===== config.mk =====
export PLATFORM = sky130hd
export DESIGN_NAME = kqd_ram
export DESIGN_NICKNAME = d
export VERILOG_FILES = /design/src/design/int8_query_key_dot_requant_assert.svh /design/src/design/kqd_ram.sv
export SDC_FILE = /design/constraint.sdc
export NUM_CORES = 1
export LEC_CHECK = 0
export BUFFER_PORTS_ARGS = -buffer_cell sky130_fd_sc_hd__buf_2
export CAP_MARGIN = 20
export CORE_MARGIN = 8
export CORE_UTILIZATION = 42
export CTS_CLUSTER_SIZE = 16
export DETAILED_ROUTE_END_ITERATION = 10
export GPL_ROUTABILITY_DRIVEN = 0
export GPL_TIMING_DRIVEN = 0
export MAX_ROUTING_LAYER = met4
export PLACE_DENSITY = 0.66
export SETUP_SLACK_MARGIN = 0.02
export SYNTH_ARGS = -nofsm -noshare
export SYNTH_HDL_FRONTEND = slang
export SYNTH_SLANG_ARGS = --single-unit

===== constraint.sdc =====
create_clock -name clk -period 2 [get_ports clk]
set_clock_uncertainty 0.15 [all_clocks]
set_input_delay 0.1 -clock clk [delete_from_list [all_inputs] [get_ports clk]]
set_output_delay 0.1 -clock clk [all_outputs]
set_load 0.01 [all_outputs]

===== src/design/int8_query_key_dot_requant_assert.svh =====
// ----------------------------------------------------------------------------
// int8_query_key_dot_requant assertion macros
// Shared property forms for the score unit checks.
// ----------------------------------------------------------------------------
`ifndef INT8_QUERY_KEY_DOT_REQUANT_ASSERT_SVH
`define INT8_QUERY_KEY_DOT_REQUANT_ASSERT_SVH

// Same-cycle implication, disabled while reset is asserted.
`define KQD_ASSERT_SAME(label, clk, rst_n, ante, cons) \
	label: assert property (@(posedge clk) disable iff (!rst_n) (ante) |-> (cons)) \
		else $error("kqd: same-cycle check failed");

// Next-cycle implication, disabled while reset is asserted.
`define KQD_ASSERT_NEXT(label, clk, rst_n, ante, cons) \
	label: assert property (@(posedge clk) disable iff (!rst_n) (ante) |=> (cons)) \
		else $error("kqd: next-cycle check failed");

`endif


===== src/design/kqd_ram.sv =====
// ----------------------------------------------------------------------------
// kqd_ram
// Generic single-write, single-read RAM with registered read data.
// ----------------------------------------------------------------------------
module kqd_ram #(
	parameter int WIDTH = 8,
	parameter int DEPTH = 16,
	localparam int AW = (DEPTH > 1) ? $clog2(DEPTH) : 1
) (
	input  logic             clk,
	input  logic             we,
	input  logic [AW-1:0]    waddr,
	input  logic [WIDTH-1:0] wdata,
	input  logic             re,
	input  logic [AW-1:0]    raddr,
	output logic [WIDTH-1:0] rdata
);

	logic [WIDTH-1:0] mem_q [DEPTH];
	logic [WIDTH-1:0] rdata_q;

	always_ff @(posedge clk) begin
		if (we) begin
			mem_q[waddr] <= wdata;
		end
		if (re) begin
			rdata_q <= mem_q[raddr];
		end
	end

	assign rdata = rdata_q;

endmodule


# After elaboration in Yosys (flattened, before gate mapping)
# Memories as Yosys holds them, arrays and structs flattened. A register that Yosys moved wholly into a read port is not among the register bits.
# Cells that the tools add are included.
dict set report classes {
  n_addsub 0
  mul 0
  n_div 0
  n_lt_le_gt_ge 0
  n_eq_ne 0
  n_shift 0
  n_mux 2
  bitwise 0
  reduce_logical 0
}
# operator count
set op_table {}
lappend op_table {{$mux W1} 2}
dict set report totals {
  reg_bits 0
  latch_bits 0
  ram_bits 128
  mem_bits_ro 0
  output_inout_bits 8
  word_cells 3
  memories 1
}
# name words word_bits read_ports rd_clocked_by_memory_dff write_ports line
set memory_table {}
lappend memory_table {mem_q 16 8 1 1 1 kqd_ram.sv:19} ;# logic [WIDTH-1:0] mem_q [DEPTH];

# Logic depth before layout (Yosys ltp)
dict set report logic_depth {
  word_depth 2
  depth_mapped 5
  depth_no_buf 3
}

# Worst setup path before layout
# No wires, ideal clock.
dict set report synth_path {
  path_kind {input-to-reg}
  from {input port waddr[2]}
  to {memory mem_q[0][0] (enable)}
  t_arrival_ns 1.210
  setup_slack_ns 0.257
  cell_stages 2
  path_buffers 0
  cell_sequence {or3b_2 nor3_1}
}
# element line
set synth_rtl {}
lappend synth_rtl {{start: declaration} kqd_ram.sv:12} ;# input logic [AW-1:0] waddr,
lappend synth_rtl {{end: declaration} kqd_ram.sv:19}
# No word-level cell before the write port.

# Worst setup path after layout
dict set report layout_path {
  from {input port waddr[0]}
  to {memory mem_q[2][6] (enable)}
}
# No word-level cell before the write port.

==> metrics.md <==
| Metric | Value |
|---|---|
| Cell leakage power | `0.00209 µW` |
| Worst reg2reg startpoint | `mem_q[1][3]` |
| # DRC | `0` |
| Die width | `128 µm` |
| Initial antenna violation count | `0` |
| Fraction of power consumed by sequential logic | `50.1%` |
| H-Tree Depth | `4` |
| Switch share | `19.8%` |
| Via-to-Cell Ratio | `5.34` |
| Yosys synthesis warning count | `0` |
| Internal power | `5160 µW` |
| Syn Nets | `248` |
| Via count of the first global-routing pass | `2,501` |
| Wire length per cell | `21.1 µm` |
| Core area | `12,100 µm²` |
| NetSw | `1280 µW` |
| CTS Sinks | `136` |
| Routed vias | `2,498` |
| CTS Buffer Depth | `2` |
| Area growth syn-to-layout | `19.6%` |
| Reg area | `4080 µm²` |
| CTS tree | `yes` |
| Clk root buf | `clkbuf_16` |
| Starting Density | `43.3%` |
| Fin. max-slew vios | `0` |
| Area share of the largest cell type after synthesis | `78.1%` |
| Starting DRC count in detailed routing | `180` |
| Worst Max-Slew Pin Slew | `838 ps` |
| Comb power frac | `5.0%` |
| Sequential element share of the synthesized area | `78.1%` |
| ANT cells | `0` |
| Reg clk slew, reported paths | `50 ps` |
| Synth Instances | `229` |
| Pin count of the biggest net entering global routing | `17` |
| Final setup violation count | `0` |
| ANT nets after route | `0` |
| CP startpoint kind | `primary input` |
| Post CTS Setup Buffer Count | `0` |
| R2R Path End | `rdata[3]` |
| Share of cells above drive strength 1 | `28.3%` |
| Placed wire-length estimate | `6.27 mm` |
| Hold Path End | `mem_q[0][0]` |
| FMAX | `0.549 GHz` |
| Top-Level Pins | `27` |
| Cell Rows | `40` |
| # placed instances | `426` |
| Critical path origin | `waddr[0]` |
| Port bufs | `25` |
| Hold_sp | `waddr[1]` |
| Finished Layout Cells | `468` |
| Rel. slew slack | `43.9%` |
| Global-route wire length before repair | `14.6 mm` |
| Fin. Hold Viols | `0` |
| Fillers | `932` |
| Synth cell types | `18` |
| Crit path kind | `in2reg` |
| Global route overflow | `0` |
| Most common flop cell mapped by yosys | `edfxtp_1` |
| GRT Util Overall | `13.1%` |
| Hold depth | `2` |
| R2R setup slack | `260 ps` |
| Multi-input logic area | `1060 µm²` |
| Commonest cells in the netlist | `edfxtp_1, mux4_2, a22oi_1` |
| Final wirelength | `9.89 mm` |
| HP Class | `in2reg` |
| Later-pin clock latency in the skew report | `410 ps` |
| Status | `finished, final reports clean` |
| 1st-pass router iterations | `4` |
| Post-synthesis register bit count | `136` |
| Peak supply drop | `670 µV` |
| Crit path DAT | `1700 ps` |
| Synth area leaders | `edfxtp_1, mux4_2, mux4_1` |
| Die Footprint | `16,300 µm²` |
| PwrDens | `1030 nW/µm²` |
| Ys async rst share | `0%` |
| Clock network power share | `44.8%` |
| Fin Setup TNS | `0 ps` |
| TritonCTS buffer count | `17` |
| Die height | `128 µm` |
| R2R depth | `3` |
| RSZ-0062 raised after global routing | `no` |
| Cell taking the most area after synthesis | `edfxtp_1` |
| Syn_area_per_cell | `22.8 µm²` |
| WP data required | `1880 ps` |
| Nets | `307` |
| EDFF count, synth | `136` |
| Max Cap Viol | `0` |
| Worst-path fanout max | `8` |
| Cell with the most instances after synthesis | `edfxtp_1` |
| Cell Area, Synth | `5230 µm²` |
| Setup crit end kind | `flop` |
| Fin crit share | `91.1%` |
| Final min period | `1820 ps` |
## cell usage in the layout (no fill, tap or decap)
cell type,n
a22oi_1,16
and2_1,1
and2b_1,1
buf_2,29
buf_4,4
buf_6,3
bufinv_16,2
clkbuf_1,3
clkbuf_16,17
clkdlybuf4s25_2,3
clkinv_1,2
clkinv_2,5
clkinvlp_4,2
dlygate4sd3_1,11
edfxtp_1,136
mux4_1,14
mux4_2,18
nand2_1,9
nand2b_1,2
nand3_1,1
nand3b_1,2
nor2_1,13
nor2b_1,1
nor3_1,3
nor3_2,1
or3b_2,1
## worst max-delay path, cell delays in order
cell and delay, ps:
dlygate4sd3_1 540, buf_2 170, nand2b_1 210, nor2_1 680
## per-stage QoR
stage	hold WS (ps)	setup WS (ps)	power, µW	utilization (%)	cell area (µm²)
floorplan	48.9	257	3450	-	5230
global placement	282	-429	3580	46.1	5560
CTS	6.63	46.7	6470	51.8	6240
detailed placement	297	-326	3590	46.3	5590
finish	2.26	178	6430	51.8	6250
global route	1.98	127	6610	51.8	6250
## kinds of logic after synthesis
group,share of synthesized area (%)
compound gates,2.30
mux,14.8
simple gates,3.14
flops,78.1
buf+inv,1.65
## power by group through the flow
stage          Combinational, µW  Sequential, µW  Clock, µW
6_report                     323            3230       2880
5_1_grt                      345            3230       3040
4_1_cts                      326            3230       2920
3_5_place_dp                 311            3280          0
3_3_place_gp                 302            3280          0
2_1_floorplan                162            3290          0
## how the worst max path moves through the flow
| stage | endpoint | slack (ps) | cells after the start |
|---|---|---|---|
| floorplan | mem_q[0][0] | 260 | 2 |
| global placement | mem_q[0][0] | -430 | 3 |
| detailed placement | mem_q[0][3] | -330 | 4 |
| CTS | mem_q[0][5] | 50 | 4 |
| global route | mem_q[2][0] | 130 | 4 |
| finish | mem_q[2][6] | 180 | 4 |
## layout make-up
type                    count  area share [%]
flip-flops and latches    136            65.3
multi-input cells          83            17.0
clock buffers              20            6.99
repair buffers             40            4.20
well taps                 168            3.36
clock inverters            11            1.72
plain buffers              10            1.38
## flip-flops by register name (all words and copies together), names as in the netlist
name   flops
mem_q    128
rdata      8
## metal layers
metal / GRT usage, % / vias up / share of wire, %
met4: 4.27 / 0 / 0.75
li1: - / 1097 / -
met2: 20.7 / 88 / 51
met3: 4.41 / 6 / 7.5
met1: 15.5 / 1307 / 41
met5: - / - / 0
## repair_timing
item,in CTS,in global routing
hold endpoints to repair,139,0
resized for setup,0,1
hold buffers,11,0
endpoints found under the setup margin,0,4
Note: power is estimated with default switching activity, not from simulation.
