===== config.mk =====
export PLATFORM = sky130hd
export DESIGN_NAME = kqd_requant
export DESIGN_NICKNAME = d
export VERILOG_FILES = /design/src/design/int8_query_key_dot_requant_assert.svh /design/src/design/kqd_pkg.sv /design/src/design/kqd_requant.sv
export SDC_FILE = /design/constraint.sdc
export NUM_CORES = 2
export LEC_CHECK = 0
export BUFFER_PORTS_ARGS = -buffer_cell sky130_fd_sc_hd__buf_2
export CELL_PAD_IN_SITES_DETAIL_PLACEMENT = 0
export CELL_PAD_IN_SITES_GLOBAL_PLACEMENT = 2
export CORE_ASPECT_RATIO = 1.1
export CORE_UTILIZATION = 30
export CTS_BUF_LIST = sky130_fd_sc_hd__clkbuf_4
export DETAILED_ROUTE_END_ITERATION = 16
export MAX_ROUTING_LAYER = met4
export PLACE_DENSITY_LB_ADDON = 0.1
export SLEW_MARGIN = 20
export SYNTH_ARGS = -nofsm -noshare
export SYNTH_HDL_FRONTEND = slang
export SYNTH_SLANG_ARGS = --single-unit
export TNS_END_PERCENT = 1

===== constraint.sdc =====
create_clock -name clk -period 15.2 [get_ports clk]
set_input_delay 0 -clock clk [delete_from_list [all_inputs] [get_ports clk]]
set_output_delay 0 -clock clk [all_outputs]
set_load 0.03 [all_outputs]

===== src/design/int8_query_key_dot_requant_assert.svh =====
// ----------------------------------------------------------------------------
// int8_query_key_dot_requant assertion macros
// Shared property forms for the score unit checks.
// ----------------------------------------------------------------------------
`ifndef INT8_QUERY_KEY_DOT_REQUANT_ASSERT_SVH
`define INT8_QUERY_KEY_DOT_REQUANT_ASSERT_SVH

// Same-cycle implication, disabled while reset is asserted.
`define KQD_ASSERT_SAME(label, clk, rst_n, ante, cons) \
	label: assert property (@(posedge clk) disable iff (!rst_n) (ante) |-> (cons)) \
		else $error("kqd: same-cycle check failed");

// Next-cycle implication, disabled while reset is asserted.
`define KQD_ASSERT_NEXT(label, clk, rst_n, ante, cons) \
	label: assert property (@(posedge clk) disable iff (!rst_n) (ante) |=> (cons)) \
		else $error("kqd: next-cycle check failed");

`endif


===== src/design/kqd_pkg.sv =====
// ----------------------------------------------------------------------------
// kqd_pkg
// Types, register codes and constants of the int8 query-key score unit.
// ----------------------------------------------------------------------------
package kqd_pkg;

	// item action codes
	localparam logic ACT_KEY_LOAD = 1'b0;
	localparam logic ACT_QUERY    = 1'b1;

	// configuration port
	localparam int CFG_IDX_W  = 2;
	localparam int CFG_DATA_W = 32;

	localparam logic [CFG_IDX_W-1:0] CFG_KEY_COUNT  = 2'd0;
	localparam logic [CFG_IDX_W-1:0] CFG_DEPTH_USED = 2'd1;
	localparam logic [CFG_IDX_W-1:0] CFG_REQ_MULT   = 2'd2;
	localparam logic [CFG_IDX_W-1:0] CFG_REQ_SHIFT  = 2'd3;

	localparam logic [4:0]         KEY_COUNT_RST  = 5'd16;
	localparam logic [8:0]         DEPTH_USED_RST = 9'd130;
	localparam logic signed [31:0] REQ_MULT_RST   = 32'sd1;
	localparam logic [5:0]         REQ_SHIFT_RST  = 6'd0;

	// reach of the key_row and depth_index fields
	localparam int FIELD_KEYS  = 16;
	localparam int FIELD_DEPTH = 256;

	// int8 saturation bounds
	localparam logic signed [7:0] SCORE_MAX = 8'sd127;
	localparam logic signed [7:0] SCORE_MIN = -8'sd128;

	typedef struct packed {
		logic              action;
		logic [3:0]        query_row;
		logic [3:0]        key_row;
		logic [7:0]        depth_index;
		logic signed [7:0] value;
	} in_item_t;

	typedef struct packed {
		logic [3:0]        row;
		logic [3:0]        column;
		logic signed [7:0] score;
		logic              last;
	} out_item_t;

	// one accumulator read handed to the requantizer
	typedef struct packed {
		logic       valid;
		logic [3:0] row;
		logic [3:0] column;
		logic       last;
		logic       acc_vld;
	} rq_issue_t;

	// requantizer status back to the sequencer
	typedef struct packed {
		logic adv;
		logic s1_busy;
	} rq_status_t;

endpackage


===== src/design/kqd_requant.sv =====
// ----------------------------------------------------------------------------
// kqd_requant
// Requantize pipeline: multiply, magnitude, round-shift, saturate, output reg.
// ----------------------------------------------------------------------------
module kqd_requant import kqd_pkg::*; (
	input  logic               clk,
	input  logic               arst_n,
	input  logic signed [31:0] req_mult,
	input  logic [5:0]         req_shift,
	input  rq_issue_t          issue,
	input  logic [31:0]        acc_rdata,
	output rq_status_t         status,
	output logic               out_valid,
	input  logic               out_stall,
	output out_item_t          out_data
);

	localparam logic [63:0] POS_LIM = 64'(SCORE_MAX);
	localparam int          NEG_MAG = -int'(SCORE_MIN);
	localparam logic [63:0] NEG_LIM = 64'(NEG_MAG);

	logic adv;

	logic v_s1, v_s2, v_s3, v_s4, out_valid_q;
	logic [3:0] row_s1, row_s2, row_s3, row_s4;
	logic [3:0] col_s1, col_s2, col_s3, col_s4;
	logic last_s1, last_s2, last_s3, last_s4;
	logic vld_s1;

	logic signed [31:0] acc_s;
	logic signed [63:0] prod_s2;
	logic [63:0]        mag_s3;
	logic               neg_s3, neg_s4;
	logic [63:0]        q_s4;

	logic [63:0]       half;
	logic [63:0]       rnd;
	logic signed [7:0] score_d;
	out_item_t         out_q;

	// the whole pipeline moves only when the output register can take a value
	assign adv = !out_valid_q || !out_stall;

	// never-written accumulators read as zero
	assign acc_s = vld_s1 ? signed'(acc_rdata) : 32'sd0;

	always_comb begin
		half = (req_shift == 6'd0) ? 64'd0 : (64'd1 << (req_shift - 6'd1));
		rnd  = (mag_s3 + half) >> req_shift;
	end

	always_comb begin
		if (neg_s4) begin
			score_d = (q_s4 > NEG_LIM) ? SCORE_MIN : signed'(8'd0 - q_s4[7:0]);
		end else begin
			score_d = (q_s4 > POS_LIM) ? SCORE_MAX : signed'(q_s4[7:0]);
		end
	end

	always_ff @(posedge clk or negedge arst_n) begin
		if (!arst_n) begin
			v_s1        <= 1'b0;
			v_s2        <= 1'b0;
			v_s3        <= 1'b0;
			v_s4        <= 1'b0;
			out_valid_q <= 1'b0;
		end else if (adv) begin
			v_s1        <= issue.valid;
			v_s2        <= v_s1;
			v_s3        <= v_s2;
			v_s4        <= v_s3;
			out_valid_q <= v_s4;
		end
	end

	always_ff @(posedge clk) begin
		if (adv) begin
			row_s1  <= issue.row;
			col_s1  <= issue.column;
			last_s1 <= issue.last;
			vld_s1  <= issue.acc_vld;

			prod_s2 <= acc_s * req_mult;
			row_s2  <= row_s1;
			col_s2  <= col_s1;
			last_s2 <= last_s1;

			neg_s3  <= prod_s2[63];
			mag_s3  <= prod_s2[63] ? (64'd0 - unsigned'(prod_s2)) : unsigned'(prod_s2);
			row_s3  <= row_s2;
			col_s3  <= col_s2;
			last_s3 <= last_s2;

			neg_s4  <= neg_s3;
			q_s4    <= rnd;
			row_s4  <= row_s3;
			col_s4  <= col_s3;
			last_s4 <= last_s3;

			if (v_s4) begin
				out_q.row    <= row_s4;
				out_q.column <= col_s4;
				out_q.score  <= score_d;
				out_q.last   <= last_s4;
			end
		end
	end

	assign status.adv     = adv;
	assign status.s1_busy = v_s1;
	assign out_valid      = out_valid_q;
	assign out_data       = out_q;

endmodule


# After elaboration in Yosys (flattened, before gate mapping)
# Index checks and enable logic that the tools add are counted.
totals:
  output_inout_bits: 20
  inputBits: 84
  register_bits: 253
  elab_cells: 48
op_classes:
  add_sub_neg: 4
  n_lt_le_gt_ge: 2
  n_mux: 6
  n_mul: 1
  n_shift: 2
  reduce_logical: 5
op_table:
  columns: ["op", "n"]
  rows:
  - ["adder 64 bit", 1]
  - ["> comparator 64 x 7 -> 1 bit (second input constant)", 1]
  - ["> comparator 64 x 8 -> 1 bit (second input constant)", 1]
  - ["multiplier 32 x 32 -> 64 bit", 1]
  - ["two-way mux 64 bit", 1]
  - ["left shift 1 x 6 -> 64 bit (first input constant)", 1]
  - [">> shifter 64 x 6 -> 64 bit", 1]
  - ["subtractor 1 x 64 -> 64 bit (first input constant)", 1]
  - ["two-way mux 63 bit", 1]
  - ["two-way mux 32 bit", 1]
  - ["two-way mux 8 bit", 3]
  - ["subtractor 1 x 8 -> 8 bit (first input constant)", 1]
  - ["logical NOT 6 bit", 1]
  - ["subtractor 6 x 1 -> 6 bit (second input constant)", 1]
  - ["logical NOT 1 bit", 2]
  - ["AND reduction 2 bit", 1]
  - ["logical OR 1 bit", 1]

# Logic depth before layout (Yosys ltp)
logic_depth:
  depth_word: 5
  depth_mapped: 33

# Worst setup path after synthesis
# OpenSTA, ideal clock, no wires.
synth_timing:
  kind: "register to register"
  startpoint: "register vld_s1"
  endpoint: "register prod_s2[63], data pin"
  stages_incl_launch_ff: 30
  period_less_slack_ns: 8.668
  setup_slack_ns: 6.532
  t_arrival_ns: 8.408
  setup_ns: 0.260
  t_required_ns: 14.940
  path_buffers: 6
  cell_sequence: "edfxtp_1 clkbuf_1 clkbuf_1 clkbuf_1 clkbuf_1 clkbuf_1 and3_1 fa_1 fa_1 fa_1 fa_1 inv_1 fa_1 inv_1 fa_1 inv_1 fa_1 inv_1 fa_1 ha_1 clkbuf_1 a21o_1 a21o_1 a21oi_1 nor2b_1 o21a_1 a311oi_1 a21oi_1 o22a_1 xnor2_1"
synth_via:
  elab_chain_cells: 2
synth_rtl:
  columns: ["element", "line_no", "text"]
  rows:
  - ["start: declaration", "kqd_requant.sv:28", "logic vld_s1;"]
  - ["start signal: assignment", "kqd_requant.sv:81", "vld_s1 <= issue.acc_vld;"]
  - ["two-way mux 32 bit", "kqd_requant.sv:45", "assign acc_s = vld_s1 ? signed'(acc_rdata) : 32'sd0;"]
  - ["multiplier 32 x 32 -> 64 bit", "kqd_requant.sv:83", "prod_s2 <= acc_s * req_mult;"]
  - ["end signal: assignment", "kqd_requant.sv:83", null]
  - ["end: declaration", "kqd_requant.sv:31", "logic signed [63:0] prod_s2;"]
# Every way passes these cells.
# A chain may end at the register's enable or synchronous reset.

# Worst setup path after layout
# Same ends and word-level chain as after synthesis.

==> impl_metrics.ini <==
[synth]
synth_fa_ha_area_frac = 0.447
synth_mux_area_frac = 0.0276
ys_seq_area_frac = 0.137
synth_compound_area_frac = 0.0984
synth_ff_type = edfxtp_1
synth_area_um2 = 55400
postSynthCellCount = 5937
synthSimpleGateAreaFrac = 0.168
ys_async_sr_fraction = 0.0198
synth_top_family_by_area = adder cells
synth_xor_area_frac = 0.0299
yosys_warnings = 0
ys_ff_latch = 253
synth_edf_count = 248
avgSynthCellArea_um2 = 9.34
synth_nets = 7353
synth.distinct_cells = 90

[die]
io_pins = 104
dieWidth_um = 412
core_um2 = 184000
chipHeight_um = 453
die_area_um2 = 186000
initial_core_util = 0.302
rows = 165

[critical_path]
rr_startpoint = vld_s1
crit_type = flop to flop
worstSetupPathDepth = 25
crit_arrival_ps = 11130
required_ps = 15850
rr_worst_depth = 25
critical_path.max_stage_delay_ps = 770
cp-startpoint = vld_s1
cp_top_family = adder cells
worstSetupEndpointType = flop
critical-path-slowest-cell = and2_1
startpoint_type = flop
crit_top_cell = fa_1
path_buf_inv = 2
crit_fanout = 157

[grt]
grt_max_degree = 158
grt_pass1_vias = 46400
gr-usage-all-layers = 0.241
grt_overflow_total = 0
grt_pass1_wl_um = 321000
antenna_found_initial = 18

[cells_and_area]
stdcell_area_um2 = 59600
area_growth_pct = 7.60
final_layout_size_suffix_gt1_frac = 0.0725
fill_cells = 19300
fin_nets = 7268

[route]
drc_errors = 4
vias = 43100
postRouteAntennaNets = 0
wl_per_cell_um = 26.2
drt_iter0_markers = 2580
firstDrtPassIters = 11
routed_via_density = 5.18
wl_um = 218000

[clock_tree]
cts_tree = yes
holdBufCountCts = 34
ctsLongestPathBuffers = 3
clock-sinks = 253
post_cts_buffers = 0
root_buffer = clkbuf_4
clk_pin_slew_ps = 80
cts_buffers = 60
cts_max_level = 2
post_cts_resized = 0
worstSkewPairLatency_ps = 900

[sta]
finClkSkew_ps = 41.3
fin_crit_sh = 0.689
rsz0062_at_grt = false
setup_tns_ps = 0
max_slew.worst_pin.slew_ps = 1320
finalHoldViolations = 0
relSlewSlack = 0.113
fmax_mhz = 95.4
setup_viol = 0
drv_slew = 0
fin_crit_ps = 10480

[outcome]
violations = DRC
status = finished, violations left

[job]
max-cap-violations = 0

[placed_design]
placedInstanceArea_um2 = 58400
place_hpwl_um = 171000
port_buffers = 103
gp_congestion = 0.900

[worst_hold_path]
min_path_type = primary input to flop
hold_depth = 4
hold_start = req_shift[2]
[area by class of cell]
type / count / area [µm²] / area share
multi-input combinational: 4322 / 42800 / 0.717
sequential: 253 / 7570 / 0.127
inverter: 968 / 3630 / 0.0609
tap: 2421 / 3030 / 0.0508
timing repair buffer: 247 / 1720 / 0.0288
clock buffer: 78 / 586 / 0.00982
clock inverter: 33 / 320 / 0.00537
antenna: 9 / 22.5 / 0.000378
[registers in the layout, summed over array words and instances (netlist names), 4 cells and up]
register,count
prod_s2,64
col_s2,4
row_s3,4
row_s2,4
col_s3,4
mag_s3,64
col_s1,4
q_s4,64
row_s1,4
out_data,17
row_s4,4
col_s4,4
[cell usage in the layout, fill, tap and decap left out, types with 15 or more instances in the layout]
| cell type | instances |
|---|---|
| o21a_1 | 41 |
| o211ai_1 | 34 |
| edfxtp_1 | 248 |
| o21bai_1 | 16 |
| nand4_1 | 51 |
| a21oi_1 | 203 |
| nand2b_1 | 29 |
| a211o_1 | 19 |
| or2_2 | 19 |
| mux2_2 | 29 |
| mux4_2 | 21 |
| and2_1 | 58 |
| xor2_1 | 47 |
| nor2b_1 | 23 |
| nor2_1 | 232 |
| nor3_1 | 78 |
| buf_2 | 103 |
| a21o_1 | 60 |
| nand2_1 | 682 |
| inv_1 | 963 |
| xnor2_1 | 142 |
| fa_1 | 1083 |
| or3_1 | 31 |
| o31ai_1 | 29 |
| and3_1 | 530 |
| buf_4 | 107 |
| dlygate4sd3_1 | 34 |
| clkbuf_4 | 78 |
| o22ai_1 | 27 |
| a211oi_1 | 45 |
| nor4_1 | 32 |
| mux2i_1 | 73 |
| o21ai_0 | 156 |
| ha_1 | 249 |
| clkinv_1 | 15 |
| nand3_1 | 49 |
| a31oi_1 | 28 |
[synthesized netlist by cell type, types with 31 or more instances]
library cell  number  share of area
a21o_1            60         0.0081
nand4_1           51         0.0058
xor2_1            47         0.0074
or3_1             31         0.0035
edfxtp_1         248           0.13
o21ai_0          157          0.014
mux2i_1           73          0.013
nand2_1          684          0.046
and2_1            57         0.0064
fa_1            1083           0.39
nor2_1           232          0.016
nand3_1           49         0.0044
xnor2_1          142          0.022
o21a_1            41         0.0056
nor4_1            32         0.0036
a211oi_1          45         0.0061
ha_1             249          0.056
a21oi_1          203          0.018
and3_1           530          0.060
inv_1            964          0.065
clkbuf_1         371          0.025
nor3_1            79         0.0071
o211ai_1          34         0.0046
[worst min-delay path, cell delays in order]
cell      delay, ps
buf_2            90
buf_4           400
a21boi_0        260
nor2_1          120
[layer usage]
layer	wire length [µm]	vias to the layer above	GRT usage	part of all wire
li1	-	19300	-	-
met1	93200	22700	0.298	0.43
met2	113000	889	0.425	0.52
met4	6240	0	0.0640	0.029
met3	5870	226	0.0129	0.027
met5	0	-	-	0
[cells by family after synthesis]
group,Yosys count
adder cells (fa/ha/maj),1332
XOR/XNOR,189
multiplexers,123
flip-flops,253
buffers and inverters,1362
AND/OR/NAND/NOR,1860
AO/OA/AOI/OAI,818
[per-stage QoR]
stage,setup slack (ps),util,std cells,hold WS [ps]
2_1_floorplan,6530,-,5937,-296
3_3_place_gp,4630,0.318,8177,-181
3_5_place_dp,4740,0.318,8177,-182
4_1_cts,4760,0.324,8322,38.3
5_1_grt,4230,0.325,8325,47.0
6_report,4720,0.325,8331,113
[path summary, 6_finish.rpt]
kind / endpoint / slack (ps)
worst max-delay path: prod_s2[63] / 4720
worst min-delay path: q_s4[58] / 110
worst max register to register: prod_s2[63] / 4720
worst min register to register: col_s3[2] / 390
max in group asynchronous: v_s2 / 14460
min in group asynchronous: v_s3 / 550
Power is left out: the tool's default activity adds up to more than one toggle a clock period on the data nets, which glitch-free logic cannot reach.
